<file path="src/design/tbpd_pkg.sv">
// ----------------------------------------------------------------------------
// tbpd_pkg
// Shared types and constants of the text/bitmap pixel decoder: field widths,
// register map, mode bits and the structs passed between the modules.
// ----------------------------------------------------------------------------
package tbpd_pkg;

  // field widths
  localparam int unsigned GfxW   = 8;
  localparam int unsigned CodeW  = 8;
  localparam int unsigned ColorW = 4;
  localparam int unsigned ModeW  = 3;
  localparam int unsigned NumPix = 8;
  localparam int unsigned PixW   = NumPix * ColorW;

  // configuration port
  localparam int unsigned AddrW  = 5;
  localparam int unsigned DataW  = 32;
  localparam int unsigned RegIdxW = 3;

  // register map, index = paddr / 4
  typedef enum logic [RegIdxW-1:0] {
    REG_DISPLAY_MODE = 3'd0,
    REG_BG_COLOR0    = 3'd1,
    REG_BG_COLOR1    = 3'd2,
    REG_BG_COLOR2    = 3'd3,
    REG_BG_COLOR3    = 3'd4
  } cfg_reg_e;

  // bit positions inside display_mode
  localparam int unsigned ModeMcmBit = 0;
  localparam int unsigned ModeBmmBit = 1;
  localparam int unsigned ModeEcmBit = 2;

  // reset values of the registers
  localparam logic [ModeW-1:0]  ModeRst = 3'd0;
  localparam logic [ColorW-1:0] Bg0Rst  = 4'd6;
  localparam logic [ColorW-1:0] Bg1Rst  = 4'd1;
  localparam logic [ColorW-1:0] Bg2Rst  = 4'd2;
  localparam logic [ColorW-1:0] Bg3Rst  = 4'd3;

  localparam logic [ColorW-1:0] ColorBlack = 4'd0;

  // register file contents
  typedef struct packed {
    logic [ModeW-1:0]  display_mode;
    logic [ColorW-1:0] bg_color0;
    logic [ColorW-1:0] bg_color1;
    logic [ColorW-1:0] bg_color2;
    logic [ColorW-1:0] bg_color3;
  } cfg_t;

  // one graphics fetch
  typedef struct packed {
    logic [GfxW-1:0]   graphics_byte;
    logic [CodeW-1:0]  character_code;
    logic [ColorW-1:0] cell_color;
    logic              display_active;
  } item_t;

  // eight decoded pixels
  typedef struct packed {
    logic [PixW-1:0]   pixel_colors;
    logic [NumPix-1:0] pixel_foreground;
  } result_t;

endpackage

</file>
<file path="src/design/tbpd_if.sv">
// ----------------------------------------------------------------------------
// tbpd_in_if / tbpd_out_if
// Valid/ready channels of the pixel decoder: fetch beats in, pixel beats out.
// ----------------------------------------------------------------------------
interface tbpd_in_if;
  import tbpd_pkg::*;

  logic              valid;
  logic              ready;
  logic [GfxW-1:0]   graphics_byte;
  logic [CodeW-1:0]  character_code;
  logic [ColorW-1:0] cell_color;
  logic              display_active;

  modport source (
    output valid, graphics_byte, character_code, cell_color, display_active,
    input  ready
  );
  modport sink (
    input  valid, graphics_byte, character_code, cell_color, display_active,
    output ready
  );
endinterface

interface tbpd_out_if;
  import tbpd_pkg::*;

  logic              valid;
  logic              ready;
  logic [PixW-1:0]   pixel_colors;
  logic [NumPix-1:0] pixel_foreground;

  modport source (
    output valid, pixel_colors, pixel_foreground,
    input  ready
  );
  modport sink (
    input  valid, pixel_colors, pixel_foreground,
    output ready
  );
endinterface

</file>
<file path="src/design/tbpd_cfg_regs.sv">
// ----------------------------------------------------------------------------
// tbpd_cfg_regs
// APB-style register file: display mode and four background colors.
// ----------------------------------------------------------------------------
module tbpd_cfg_regs (
  input  logic                    clk_i,
  input  logic                    rst_ni,
  input  logic                    psel,
  input  logic                    penable,
  input  logic                    pwrite,
  input  logic [tbpd_pkg::AddrW-1:0] paddr,
  input  logic [tbpd_pkg::DataW-1:0] pwdata,
  output logic [tbpd_pkg::DataW-1:0] prdata,
  output logic                    pready,
  output tbpd_pkg::cfg_t          cfg_o
);
  import tbpd_pkg::*;

  cfg_t           cfg_q, cfg_d;
  logic           wr_en;
  logic [RegIdxW-1:0] reg_idx;

  assign pready  = 1'b1;
  assign wr_en   = psel & penable & pwrite;
  assign reg_idx = paddr[AddrW-1:2];

  // register write decode, unknown indexes are dropped
  always_comb begin
    cfg_d = cfg_q;
    if (wr_en) begin
      case (cfg_reg_e'(reg_idx))
        REG_DISPLAY_MODE: cfg_d.display_mode = pwdata[ModeW-1:0];
        REG_BG_COLOR0:    cfg_d.bg_color0    = pwdata[ColorW-1:0];
        REG_BG_COLOR1:    cfg_d.bg_color1    = pwdata[ColorW-1:0];
        REG_BG_COLOR2:    cfg_d.bg_color2    = pwdata[ColorW-1:0];
        REG_BG_COLOR3:    cfg_d.bg_color3    = pwdata[ColorW-1:0];
        default: ;
      endcase
    end
  end

  always_ff @(posedge clk_i or negedge rst_ni) begin
    if (!rst_ni) begin
      cfg_q.display_mode <= ModeRst;
      cfg_q.bg_color0    <= Bg0Rst;
      cfg_q.bg_color1    <= Bg1Rst;
      cfg_q.bg_color2    <= Bg2Rst;
      cfg_q.bg_color3    <= Bg3Rst;
    end else begin
      cfg_q <= cfg_d;
    end
  end

  // read-back mux
  always_comb begin
    prdata = '0;
    case (cfg_reg_e'(reg_idx))
      REG_DISPLAY_MODE: prdata = DataW'(cfg_q.display_mode);
      REG_BG_COLOR0:    prdata = DataW'(cfg_q.bg_color0);
      REG_BG_COLOR1:    prdata = DataW'(cfg_q.bg_color1);
      REG_BG_COLOR2:    prdata = DataW'(cfg_q.bg_color2);
      REG_BG_COLOR3:    prdata = DataW'(cfg_q.bg_color3);
      default:          prdata = '0;
    endcase
  end

  assign cfg_o = cfg_q;

endmodule

</file>
<file path="src/design/tbpd_decode.sv">
// ----------------------------------------------------------------------------
// tbpd_decode
// Combinational pixel decode of one fetch for the five display modes,
// multicolor pair doubling and black output for the invalid modes.
// ----------------------------------------------------------------------------
module tbpd_decode (
  input  tbpd_pkg::item_t   item_i,
  input  tbpd_pkg::cfg_t    cfg_i,
  output tbpd_pkg::result_t result_o
);
  import tbpd_pkg::*;

  logic [CodeW-1:0]  code;
  logic [ColorW-1:0] ccol;
  logic              ecm, bmm, mcm;
  logic              multi, black;
  logic [ColorW-1:0] bgc, fgc, ecm_bg;
  logic [ColorW-1:0] pal [4];
  logic [1:0]        pair;
  logic              bit_v;
  logic [ColorW-1:0] col;

  // idle state forces code and color to zero
  assign code = item_i.display_active ? item_i.character_code : '0;
  assign ccol = item_i.display_active ? item_i.cell_color : '0;

  assign ecm   = cfg_i.display_mode[ModeEcmBit];
  assign bmm   = cfg_i.display_mode[ModeBmmBit];
  assign mcm   = cfg_i.display_mode[ModeMcmBit];
  assign multi = mcm & (bmm | ccol[ColorW-1]);
  assign black = ecm & (bmm | mcm);

  // extended-color background pick by code bits 7..6
  always_comb begin
    case (code[CodeW-1 -: 2])
      2'd0:    ecm_bg = cfg_i.bg_color0;
      2'd1:    ecm_bg = cfg_i.bg_color1;
      2'd2:    ecm_bg = cfg_i.bg_color2;
      default: ecm_bg = cfg_i.bg_color3;
    endcase
  end

  // single-bit colors and the multicolor palette
  always_comb begin
    if (bmm) begin
      bgc    = code[ColorW-1:0];
      fgc    = code[CodeW-1 -: ColorW];
      pal[0] = cfg_i.bg_color0;
      pal[1] = code[CodeW-1 -: ColorW];
      pal[2] = code[ColorW-1:0];
      pal[3] = ccol;
    end else begin
      bgc    = ecm ? ecm_bg : cfg_i.bg_color0;
      fgc    = mcm ? {1'b0, ccol[ColorW-2:0]} : ccol;
      pal[0] = cfg_i.bg_color0;
      pal[1] = cfg_i.bg_color1;
      pal[2] = cfg_i.bg_color2;
      pal[3] = {1'b0, ccol[ColorW-2:0]};
    end
  end

  // per-pixel select, bit k of the byte is pixel 7-k from the left
  always_comb begin
    result_o = '0;
    pair     = '0;
    bit_v    = 1'b0;
    col      = '0;
    for (int k = 0; k < NumPix; k++) begin
      pair  = item_i.graphics_byte[2*(k/2) +: 2];
      bit_v = item_i.graphics_byte[k];
      if (multi) begin
        col = pal[pair];
        result_o.pixel_foreground[k] = pair[1];
      end else begin
        col = bit_v ? fgc : bgc;
        result_o.pixel_foreground[k] = bit_v;
      end
      result_o.pixel_colors[ColorW*k +: ColorW] = black ? ColorBlack : col;
    end
  end

endmodule

</file>
<file path="src/design/text_bitmap_pixel_decoder.sv">
// ----------------------------------------------------------------------------
// text_bitmap_pixel_decoder
// Turns one graphics fetch into eight pixels (color + foreground flag).
// ----------------------------------------------------------------------------
// Usage
//   in_chan  : one beat per graphics fetch (graphics byte, character code,
//              color nibble, display-active flag)
//   out_chan : one beat per fetch, eight 4-bit colors (leftmost pixel in
//              the top nibble) and eight foreground flags (bit 7 leftmost)
//   APB port : display mode at 0x00, background colors 0..3 at 0x04..0x10;
//              write only while no fetch is in flight
// Path: a beat accepted into the input register is decoded and loaded into
//   the output register once that register is free, and its result is then
//   offered on out_chan.
// Throughput: one beat per cycle while out_chan.ready stays high; the decode
//   is combinational logic between the input and the output register.
// Reset: both register stages empty, mode = standard text, background colors
//   6, 1, 2, 3.
// Stall: a stalled output register holds its beat; the input register
//   fills, and in_chan.ready drops only when both stages are full.
// ----------------------------------------------------------------------------
module text_bitmap_pixel_decoder (
  input  logic                       clk_i,
  input  logic                       rst_ni,
  tbpd_in_if.sink                    in_chan,
  tbpd_out_if.source                 out_chan,
  input  logic                       psel,
  input  logic                       penable,
  input  logic                       pwrite,
  input  logic [tbpd_pkg::AddrW-1:0] paddr,
  input  logic [tbpd_pkg::DataW-1:0] pwdata,
  output logic [tbpd_pkg::DataW-1:0] prdata,
  output logic                       pready
);
  import tbpd_pkg::*;

  cfg_t    cfg;
  item_t   item_q, item_d;
  logic    in_vld_q, in_vld_d;
  result_t res_q, res_d;
  logic    out_vld_q, out_vld_d;
  logic    out_free, in_free;
  logic    in_take, advance;

  // configuration registers
  tbpd_cfg_regs u_cfg (
    .clk_i   (clk_i),
    .rst_ni  (rst_ni),
    .psel    (psel),
    .penable (penable),
    .pwrite  (pwrite),
    .paddr   (paddr),
    .pwdata  (pwdata),
    .prdata  (prdata),
    .pready  (pready),
    .cfg_o   (cfg)
  );

  // stage handshakes
  assign out_free      = ~out_vld_q | out_chan.ready;
  assign advance       = in_vld_q & out_free;
  assign in_free       = ~in_vld_q | out_free;
  assign in_chan.ready = in_free;
  assign in_take       = in_chan.valid & in_free;

  // input register
  always_comb begin
    item_d   = item_q;
    in_vld_d = in_vld_q;
    if (in_free) begin
      in_vld_d = in_chan.valid;
      item_d.graphics_byte  = in_chan.graphics_byte;
      item_d.character_code = in_chan.character_code;
      item_d.cell_color     = in_chan.cell_color;
      item_d.display_active = in_chan.display_active;
    end
  end

  always_ff @(posedge clk_i or negedge rst_ni) begin
    if (!rst_ni) begin
      in_vld_q <= 1'b0;
    end else begin
      in_vld_q <= in_vld_d;
    end
  end

  always_ff @(posedge clk_i) begin
    if (in_take) begin
      item_q <= item_d;
    end
  end

  // pixel decode
  tbpd_decode u_decode (
    .item_i   (item_q),
    .cfg_i    (cfg),
    .result_o (res_d)
  );

  // output register
  always_comb begin
    out_vld_d = out_vld_q;
    if (out_free) begin
      out_vld_d = in_vld_q;
    end
  end

  always_ff @(posedge clk_i or negedge rst_ni) begin
    if (!rst_ni) begin
      out_vld_q <= 1'b0;
    end else begin
      out_vld_q <= out_vld_d;
    end
  end

  always_ff @(posedge clk_i) begin
    if (advance) begin
      res_q <= res_d;
    end
  end

  assign out_chan.valid            = out_vld_q;
  assign out_chan.pixel_colors     = res_q.pixel_colors;
  assign out_chan.pixel_foreground = res_q.pixel_foreground;

  // a fetch waiting in the input register stays while the output is blocked
  a_hold_input : assert property (@(posedge clk_i) disable iff (!rst_ni)
    (in_vld_q && !out_free) |=> in_vld_q)
    else $error("input register lost a beat while output stalled");

  // input backpressure only when both stages are full
  a_ready_full : assert property (@(posedge clk_i) disable iff (!rst_ni)
    !in_chan.ready |-> (in_vld_q && out_vld_q))
    else $error("input stalled with a free stage");

  // invalid modes drive black on every pixel
  a_black_modes : assert property (@(posedge clk_i) disable iff (!rst_ni)
    (advance && cfg.display_mode[ModeEcmBit]
      && (cfg.display_mode[ModeBmmBit] || cfg.display_mode[ModeMcmBit]))
    |=> (res_q.pixel_colors == '0))
    else $error("invalid mode produced a non-black pixel");

endmodule

</file>
<file path="src/flat_wrapper.sv">
// flat-port wrapper written by rule: the top's interface ports become plain ports
module text_bitmap_pixel_decoder_flat import tbpd_pkg::*;
  (clk_i, rst_ni, psel, penable, pwrite, paddr, pwdata, prdata, pready, in_chan_valid, in_chan_graphics_byte, in_chan_character_code, in_chan_cell_color, in_chan_display_active, in_chan_ready, out_chan_valid, out_chan_pixel_colors, out_chan_pixel_foreground, out_chan_ready);
  tbpd_in_if in_chan_i ();
  tbpd_out_if out_chan_i ();
  input  logic clk_i;
  input  logic rst_ni;
  input  logic psel;
  input  logic penable;
  input  logic pwrite;
  input  logic [tbpd_pkg::AddrW-1:0] paddr;
  input  logic [tbpd_pkg::DataW-1:0] pwdata;
  output logic [tbpd_pkg::DataW-1:0] prdata;
  output logic pready;
  input wire logic [$bits(in_chan_i.valid)-1:0] in_chan_valid;
  input wire logic [$bits(in_chan_i.graphics_byte)-1:0] in_chan_graphics_byte;
  input wire logic [$bits(in_chan_i.character_code)-1:0] in_chan_character_code;
  input wire logic [$bits(in_chan_i.cell_color)-1:0] in_chan_cell_color;
  input wire logic [$bits(in_chan_i.display_active)-1:0] in_chan_display_active;
  output wire logic [$bits(in_chan_i.ready)-1:0] in_chan_ready;
  output wire logic [$bits(out_chan_i.valid)-1:0] out_chan_valid;
  output wire logic [$bits(out_chan_i.pixel_colors)-1:0] out_chan_pixel_colors;
  output wire logic [$bits(out_chan_i.pixel_foreground)-1:0] out_chan_pixel_foreground;
  input wire logic [$bits(out_chan_i.ready)-1:0] out_chan_ready;
  assign in_chan_i.valid = in_chan_valid;
  assign in_chan_i.graphics_byte = in_chan_graphics_byte;
  assign in_chan_i.character_code = in_chan_character_code;
  assign in_chan_i.cell_color = in_chan_cell_color;
  assign in_chan_i.display_active = in_chan_display_active;
  assign in_chan_ready = in_chan_i.ready;
  assign out_chan_valid = out_chan_i.valid;
  assign out_chan_pixel_colors = out_chan_i.pixel_colors;
  assign out_chan_pixel_foreground = out_chan_i.pixel_foreground;
  assign out_chan_i.ready = out_chan_ready;
  text_bitmap_pixel_decoder u_core (.clk_i(clk_i), .rst_ni(rst_ni), .in_chan(in_chan_i), .out_chan(out_chan_i), .psel(psel), .penable(penable), .pwrite(pwrite), .paddr(paddr), .pwdata(pwdata), .prdata(prdata), .pready(pready));
endmodule
</file>
<file path="config.mk">
export PLATFORM = sky130hd
export DESIGN_NAME = text_bitmap_pixel_decoder_flat
export DESIGN_NICKNAME = d
export VERILOG_FILES = /design/src/design/tbpd_pkg.sv /design/src/design/tbpd_if.sv /design/src/design/tbpd_cfg_regs.sv /design/src/design/tbpd_decode.sv /design/src/design/text_bitmap_pixel_decoder.sv /design/src/flat_wrapper.sv
export SDC_FILE = /design/constraint.sdc
export NUM_CORES = 1
export LEC_CHECK = 0
export ABC_AREA = 0
export BUFFER_PORTS_ARGS = -buffer_cell sky130_fd_sc_hd__buf_2
export CAP_MARGIN = 30
export CORE_ASPECT_RATIO = 0.6
export CORE_MARGIN = 5
export CORE_UTILIZATION = 45
export CTS_CLUSTER_DIAMETER = 50
export DETAILED_ROUTE_END_ITERATION = 16
export GPL_TIMING_DRIVEN = 0
export PLACE_DENSITY = 0.74
export SLEW_MARGIN = 20
export SYNTH_ARGS = -nofsm -noshare
export SYNTH_HDL_FRONTEND = slang
export SYNTH_HIERARCHICAL = 1
export SYNTH_SLANG_ARGS = --single-unit
</file>
<file path="constraint.sdc">
create_clock -name clk_i -period 1.8 [get_ports clk_i]
set_input_delay 0.27 -clock clk_i [delete_from_list [all_inputs] [get_ports clk_i]]
set_output_delay 0.27 -clock clk_i [all_outputs]
set_load 0.03 [all_outputs]
</file>
## Word-level counts from Yosys, hierarchy flattened

Index checks and enable logic that the tools add are counted.

- Register bits: 82
- Bits in latches: 0
- Bits in writable memories: 0
- Memory bits (read-only): 0
- Input port bits: 65
- Output and inout port bits: 75
- Word-level logic and storage cells: 88
- Memories: 0

- Add/subtract/negate cells: 0
- Multipliers: 0
- Divide/modulo/power cells: 0
- $lt $le $gt $ge: 4
- Eq/ne operators: 6
- Shift-type cells: 0
- Mux-type cells: 41
- Bitwise logic cells: 16
- Reduce and logical (&&, ||, !) cells: 8

Operators with widths:

| operator | number |
|---|---|
| 4-bit 2-to-1 mux | 29 |
| 4-bit binary-select mux with 2-bit select | 4 |
| 4-bit case mux with 5 select lines | 1 |
| 3-bit >= comparator (second input constant) | 4 |
| 12-bit 2-to-1 mux | 1 |
| 2-bit inverter with 3-bit output | 4 |
| 4-bit case mux with 3 select lines | 1 |
| 2-bit AND reduction | 6 |
| 8-bit 2-to-1 mux | 1 |
| 1-bit AND | 6 |
| 3-bit by 2-bit equality test with 1-bit output (second input constant) | 2 |
| 1-bit 2-to-1 mux | 4 |
| 1-bit bitwise OR | 4 |
| 3-bit by 1-bit equality test with 1-bit output (second input constant) | 1 |
| 3-bit equality test (second input constant) | 1 |
| 3-bit logical NOT | 1 |
| 2-bit by 1-bit equality test with 1-bit output (second input constant) | 1 |
| 2-bit equality test (second input constant) | 1 |
| 2-bit logical NOT | 1 |
| 1-bit inverter | 2 |

## Logic depth before layout (Yosys ltp)

- Depth in word-level cells: 7
- Mapped depth: 7
- Depth with buffers taken out: 5

## Cells and area by module

Netlist, hierarchy kept.

By module, submodules not included:

| module | times used | cells an instance | area an instance (um^2) | seq. area each (um^2) |
|---|---|---|---|---|
| text_bitmap_pixel_decoder | 1 | 69 | 1935.6 | 1881.8 |
| tbpd_decode | 1 | 277 | 1705.4 | 0.0 |
| tbpd_cfg_regs | 1 | 101 | 1199.9 | 483.0 |

## Worst setup path after synthesis

No wires, ideal clock.

- Kind: register -> register
- Start: register u_core.out_vld_q (netlist: u_core/out_chan.valid)
- End: register u_core.res_q (netlist bit u_core/out_chan.pixel_colors[0]), enable pin
- Library setup time: 0.401 ns
- Arrival: 1.635 ns
- Data required time: 1.399 ns
- Setup slack: -0.236 ns
- Stages on the path, launching flop included: 3
- Buffers on the path: 0
- Clock period less this slack: 2.036 ns
- Cells stage by stage: dfrtp_1 -> nand2b_1 -> and2_1

- Cells in the longest elaborated chain, start to end: 3

RTL lines:

| item | line | RTL |
|---|---|---|
| start: declaration | text_bitmap_pixel_decoder.sv:41 | `logic out_vld_q, out_vld_d;` |
| start signal: assignment | text_bitmap_pixel_decoder.sv:112 | `out_vld_q <= out_vld_d;` |
| 1-bit inverter | text_bitmap_pixel_decoder.sv:60 | `assign out_free = ~out_vld_q \| out_chan.ready;` |
| 1-bit bitwise OR | text_bitmap_pixel_decoder.sv:60 |  |
| 1-bit AND | text_bitmap_pixel_decoder.sv:61 | `assign advance = in_vld_q & out_free;` |
| via u_core.advance | text_bitmap_pixel_decoder.sv:43 | `logic in_take, advance;` |
| end signal: assignment | text_bitmap_pixel_decoder.sv:118 | `res_q <= res_d;` |
| end: declaration | text_bitmap_pixel_decoder.sv:40 | `result_t res_q, res_d;` |

The timed path passes the listed nets, and every way through them passes these cells.
A chain may end at the register's enable or synchronous reset.

## Worst setup path in the final report

- Start: register u_core/item_q[4] (netlist bit)
- End: register u_core.res_q (netlist bit u_core/out_chan.pixel_colors[12]), data pin

- Cells in the longest elaborated chain, start to end: 4

RTL lines:

| item | line | RTL |
|---|---|---|
| start: declaration | text_bitmap_pixel_decoder.sv:38 | `item_t item_q, item_d;` |
| start signal: assignment | text_bitmap_pixel_decoder.sv:89 | `item_q <= item_d;` |
| 4-bit 2-to-1 mux | tbpd_decode.sv:25 | `assign ccol = item_i.display_active ? item_i.cell_color : '0;` |
| 1-bit bitwise OR | tbpd_decode.sv:30 | `assign multi = mcm & (bmm \| ccol[ColorW-1]);` |
| 1-bit AND | tbpd_decode.sv:30 |  |
| 4-bit 2-to-1 mux | tbpd_decode.sv:71 | `if (multi) begin` |

No other way between the ends.

==> flow_summary_export.csv <==
group,metric,value,unit
cells_and_area,areaGrowthSynthToFinish,41.04,%
placement,dp_hpwl,10530,µm
detailed_routing,ant_nets,0,
clock_tree,cts_tree,"done",
detailed_routing,drcViolationCount,0,
cells_and_area,drive_gt1_share,50.41,%
clock_tree,htreeDepth,3,
critical_path,crit_required,1850,ps
power_and_ir_drop,p_sw,2.719,mW
timing,setup_ws,-210.0,ps
logic_synthesis,synth_warnings,6,
floorplanning,die_area,13000,µm²
power_and_ir_drop,power,7.439,mW
critical_path,endpoint_kind,"flop",
critical_path,start_kind,"flop",
logic_synthesis,syn_area_per_cell,10.83,µm²
detailed_routing,post_drt_wl_per_cell,20.96,µm
power_and_ir_drop,switching_share,36.55,%
floorplanning,num_io_pins,140,
logic_synthesis,synth-async-reset-ratio,25.61,%
power_and_ir_drop,p_clk_share,24.0,%
clock_tree,cts_buffer_depth,2,
placement,portBuffers,80,
power_and_ir_drop,p_leak,2.741,nW
logic_synthesis,synth_area_leaders,"edfxtp_1 38%, dfrtp_1 7.8%, a211oi_1 6.5%, buf_4 5.6%, mux2_2 5.1%",
timing,report.final.setup_viol,33,
critical_path,setup.worst_path.class,"flop to flop",
clock_tree,clk_latency,340,ps
timing,post-route-period-util,111.7,%
timing,holdWs,102.0,ps
power_and_ir_drop,power_frac_seq,36.2,%
grt,grt_overflow,0,
logic_synthesis,synth_edf_count,61,
run_status,violations,"negative setup slack",
floorplanning,start_util,46.00,%
timing,timing.final.crit_period,2010,ps
cells_and_area,nets,663,
worst_hold_path,min_delay_path_depth,1,
detailed_routing,dr.pass1.iters,5,
critical_path,reg2reg_to,"u_core/out_chan.pixel_colors[12]",
logic_synthesis,synth-seq-cells,82,
detailed_routing,drt_iter0_drc,584,
critical_path,crit_path_start,"u_core/item_q[4]",
power_and_ir_drop,ir_drop,573.5,µV
clock_tree,cts-buffers-inserted,9,
floorplanning,die_y,90.34,µm
clock_tree,clockRootBuffer,"clkbuf_16",
critical_path,worstPathCellList,"buf_6, a31o_4, nor4_4, a211oi_4, buf_12, nor2_1, a211oi_1",
timing,tightest_slew,645.2,ps
logic_synthesis,postSynthCellCount,447,
grt,grt_use_total,23.30,%
placement,routabilityCongestion,1.007,
floorplanning,die_x,143.9,µm
critical_path,crit_path_top_delay_cell,"edfxtp_1",
grt,antenna_found_initial,0,
power_and_ir_drop,p_int,4.720,mW
timing,drv_slew,0,
timing,rsz0062_at_grt,"yes",
detailed_routing,vias,4499,
clock_tree,path_clk_slew,60,ps
timing,fmax,0.4975,GHz
critical_path,crit_fanout,8,
logic_synthesis,ys_seq_area_share,48.85,%
timing,relSlewSlack,56.99,%
logic_synthesis,ys_types,53,
cells_and_area,final_design_area_no_fill,6828,µm²
run_status,status,"finished with violations",
placement,placed_area,5518,µm²
timing,hold_violations,0,
grt,grt_max_degree,41,
logic_synthesis,syn_area,4841,µm²
clock_tree,clock_sinks,82,
worst_hold_path,hp-class,"input pin to flop",
power_and_ir_drop,p_per_area,1090,nW/µm²
detailed_routing,viasPerCell,6.063,
critical_path,critPathMaxStageDelay,510,ps
critical_path,rr_worst_depth,7,
logic_synthesis,synth_top_area_share,37.84,%
job,max_cap_violations,0,
floorplanning,rows,29,
power_and_ir_drop,pwr-share-comb,39.8,%
floorplanning,coreArea,10520,µm²
critical_path,regToRegStartpoint,"u_core/item_q[4]",
critical_path,worstSetupEndpoint,"u_core/out_chan.pixel_colors[12]",
grt,grt_pass1_wl,23380,µm
grt,grt_pass1_vias,4145,
critical_path,regToRegSetupSlack,-210,ps
timing,skew,5.990,ps
cells_and_area,num_antenna_cells,0,
critical_path,cp_data_arrival_time,2060,ps
cells_and_area,utilization,64.89,%
logic_synthesis,synth_area_leader_cell,"edfxtp_1",
logic_synthesis,synth_ff_type,"edfxtp_1",
detailed_routing,routed_wl,15550,µm
==> power groups by stage <==
stage               logic, mW  registers, mW  clock network, mW
floorplan                1.24           2.87                  0
global placement         1.99           2.68                  0
detailed placement       2.04           2.69                  0
CTS                      2.58           2.66               1.83
global route             3.11           2.71               1.91
finish                   2.96           2.69               1.78
==> layout by cell type, fill, tap and decap left out, types with 4 or more instances in the layout <==
master	synthesis	routed
dfstp_2	6	6
dfrtp_2	0	6
nand3_1	11	10
nor3_2	0	4
edfxtp_1	61	61
dfrtp_1	15	9
buf_8	0	4
conb_1	2	29
nand2b_1	8	8
a21oi_4	0	5
a211oi_1	42	26
o2bb2ai_1	4	4
mux2i_1	7	7
a32oi_2	0	6
a21oi_1	16	6
clkbuf_16	0	10
buf_12	0	8
mux2_4	3	4
nand2_1	34	33
a21o_1	4	4
a311oi_2	0	11
mux2_2	22	21
nor2_1	53	49
a21oi_2	0	5
buf_4	36	50
buf_6	1	15
a211oi_2	0	14
a211oi_4	3	5
and3_1	9	9
clkbuf_1	13	10
o21ai_0	6	6
nor3b_2	2	4
buf_2	9	82
nor2_2	0	4
==> worst min-delay path by stage <==
stage	endpoint	slack (ps)	startpoint
5_1_grt	u_core/item_q[12]	90	in_chan_character_code[7]
6_report	u_core/item_q[3]	100	in_chan_cell_color[2]
3_3_place_gp	u_core/u_cfg/cfg_o[6]	240	rst_ni
3_5_place_dp	u_core/u_cfg/cfg_o[6]	250	rst_ni
4_1_cts	u_core/item_q[20]	90	in_chan_graphics_byte[7]
2_1_floorplan	u_core/in_vld_q	-30	rst_ni
==> timing repair <==
item                       in CTS  in global routing
pin swaps                      17                 14
cloned                          0                  2
hold buffers                    1                  0
gates resized for setup        75                 73
setup endpoints to repair      35                 73
buffers inserted               25                  6
hold endpoints to repair       15                  0
==> per-layer routing <==
layer	share of wire, %	global-route usage, %
met1	42	34.07
met2	42	32.12
met3	14	8.360
met4	1.6	6.897
met5	0	0
==> through the flow <==
step                setup slack (ps)  setup TNS (ps)  std cells
detailed placement            -473.6          -12290        693
CTS                           -143.2           -3120        735
floorplan                      5.911               0        474
global route                  -272.0           -6101        742
finish                        -210.0           -4810        742
global placement              -408.5          -11220        693
==> cell usage after synthesis (4+ instances only) <==
master and number:
a211oi_1 42, a21o_1 4, a21oi_1 16, a311oi_1 14
a32oi_1 9, and3_1 9, buf_2 9, buf_4 36
clkbuf_1 13, dfrtp_1 15, dfstp_2 6, edfxtp_1 61
mux2_2 22, mux2i_1 7, nand2_1 34, nand2b_1 8
nand3_1 11, nor2_1 53, nor2b_1 7, nor3_1 8
o21ai_0 6, o2bb2ai_1 4
==> area by class of cell <==
type                            instances  area (µm²)
Clock buffer                           10       229.0
Multi-Input combinational cell        332        2725
Sequential cell                        82        2372
Inverter                                1       6.256
Buffer                                 59       449.2
Tap cell                              139       173.9
Fill cell                             795        3695
Clock inverter                          6       67.56
Timing Repair Buffer                  113       804.5
==> logic make-up after synthesis <==
group | share of synthesized area [%]
other cells | 0.1551
compound gates | 19.41
mux | 7.496
simple gates | 16.26
flops | 48.85
buf+inv | 7.831
==> registers in the layout (all words and copies together), names as in the netlist <==
| name | cells |
|---|---|
| u_core/item_q | 21 |
| u_core/out_chan.pixel_foreground | 8 |
| u_core/out_chan.pixel_colors | 32 |
| u_core/u_cfg/cfg_o | 19 |
| u_core/out_chan.valid | 1 |
| u_core/in_vld_q | 1 |
==> critical path, delay by kind of cell (launching register included) <==
| kind | cells | cell delay, ps |
|---|---|---|
| AOI/OAI and AO/OA | 3 | 440 |
| buffers and inverters | 2 | 330 |
| and+or+nand+nor | 2 | 430 |
| DFF | 1 | 510 |
Power figures use the tool's default switching activity.
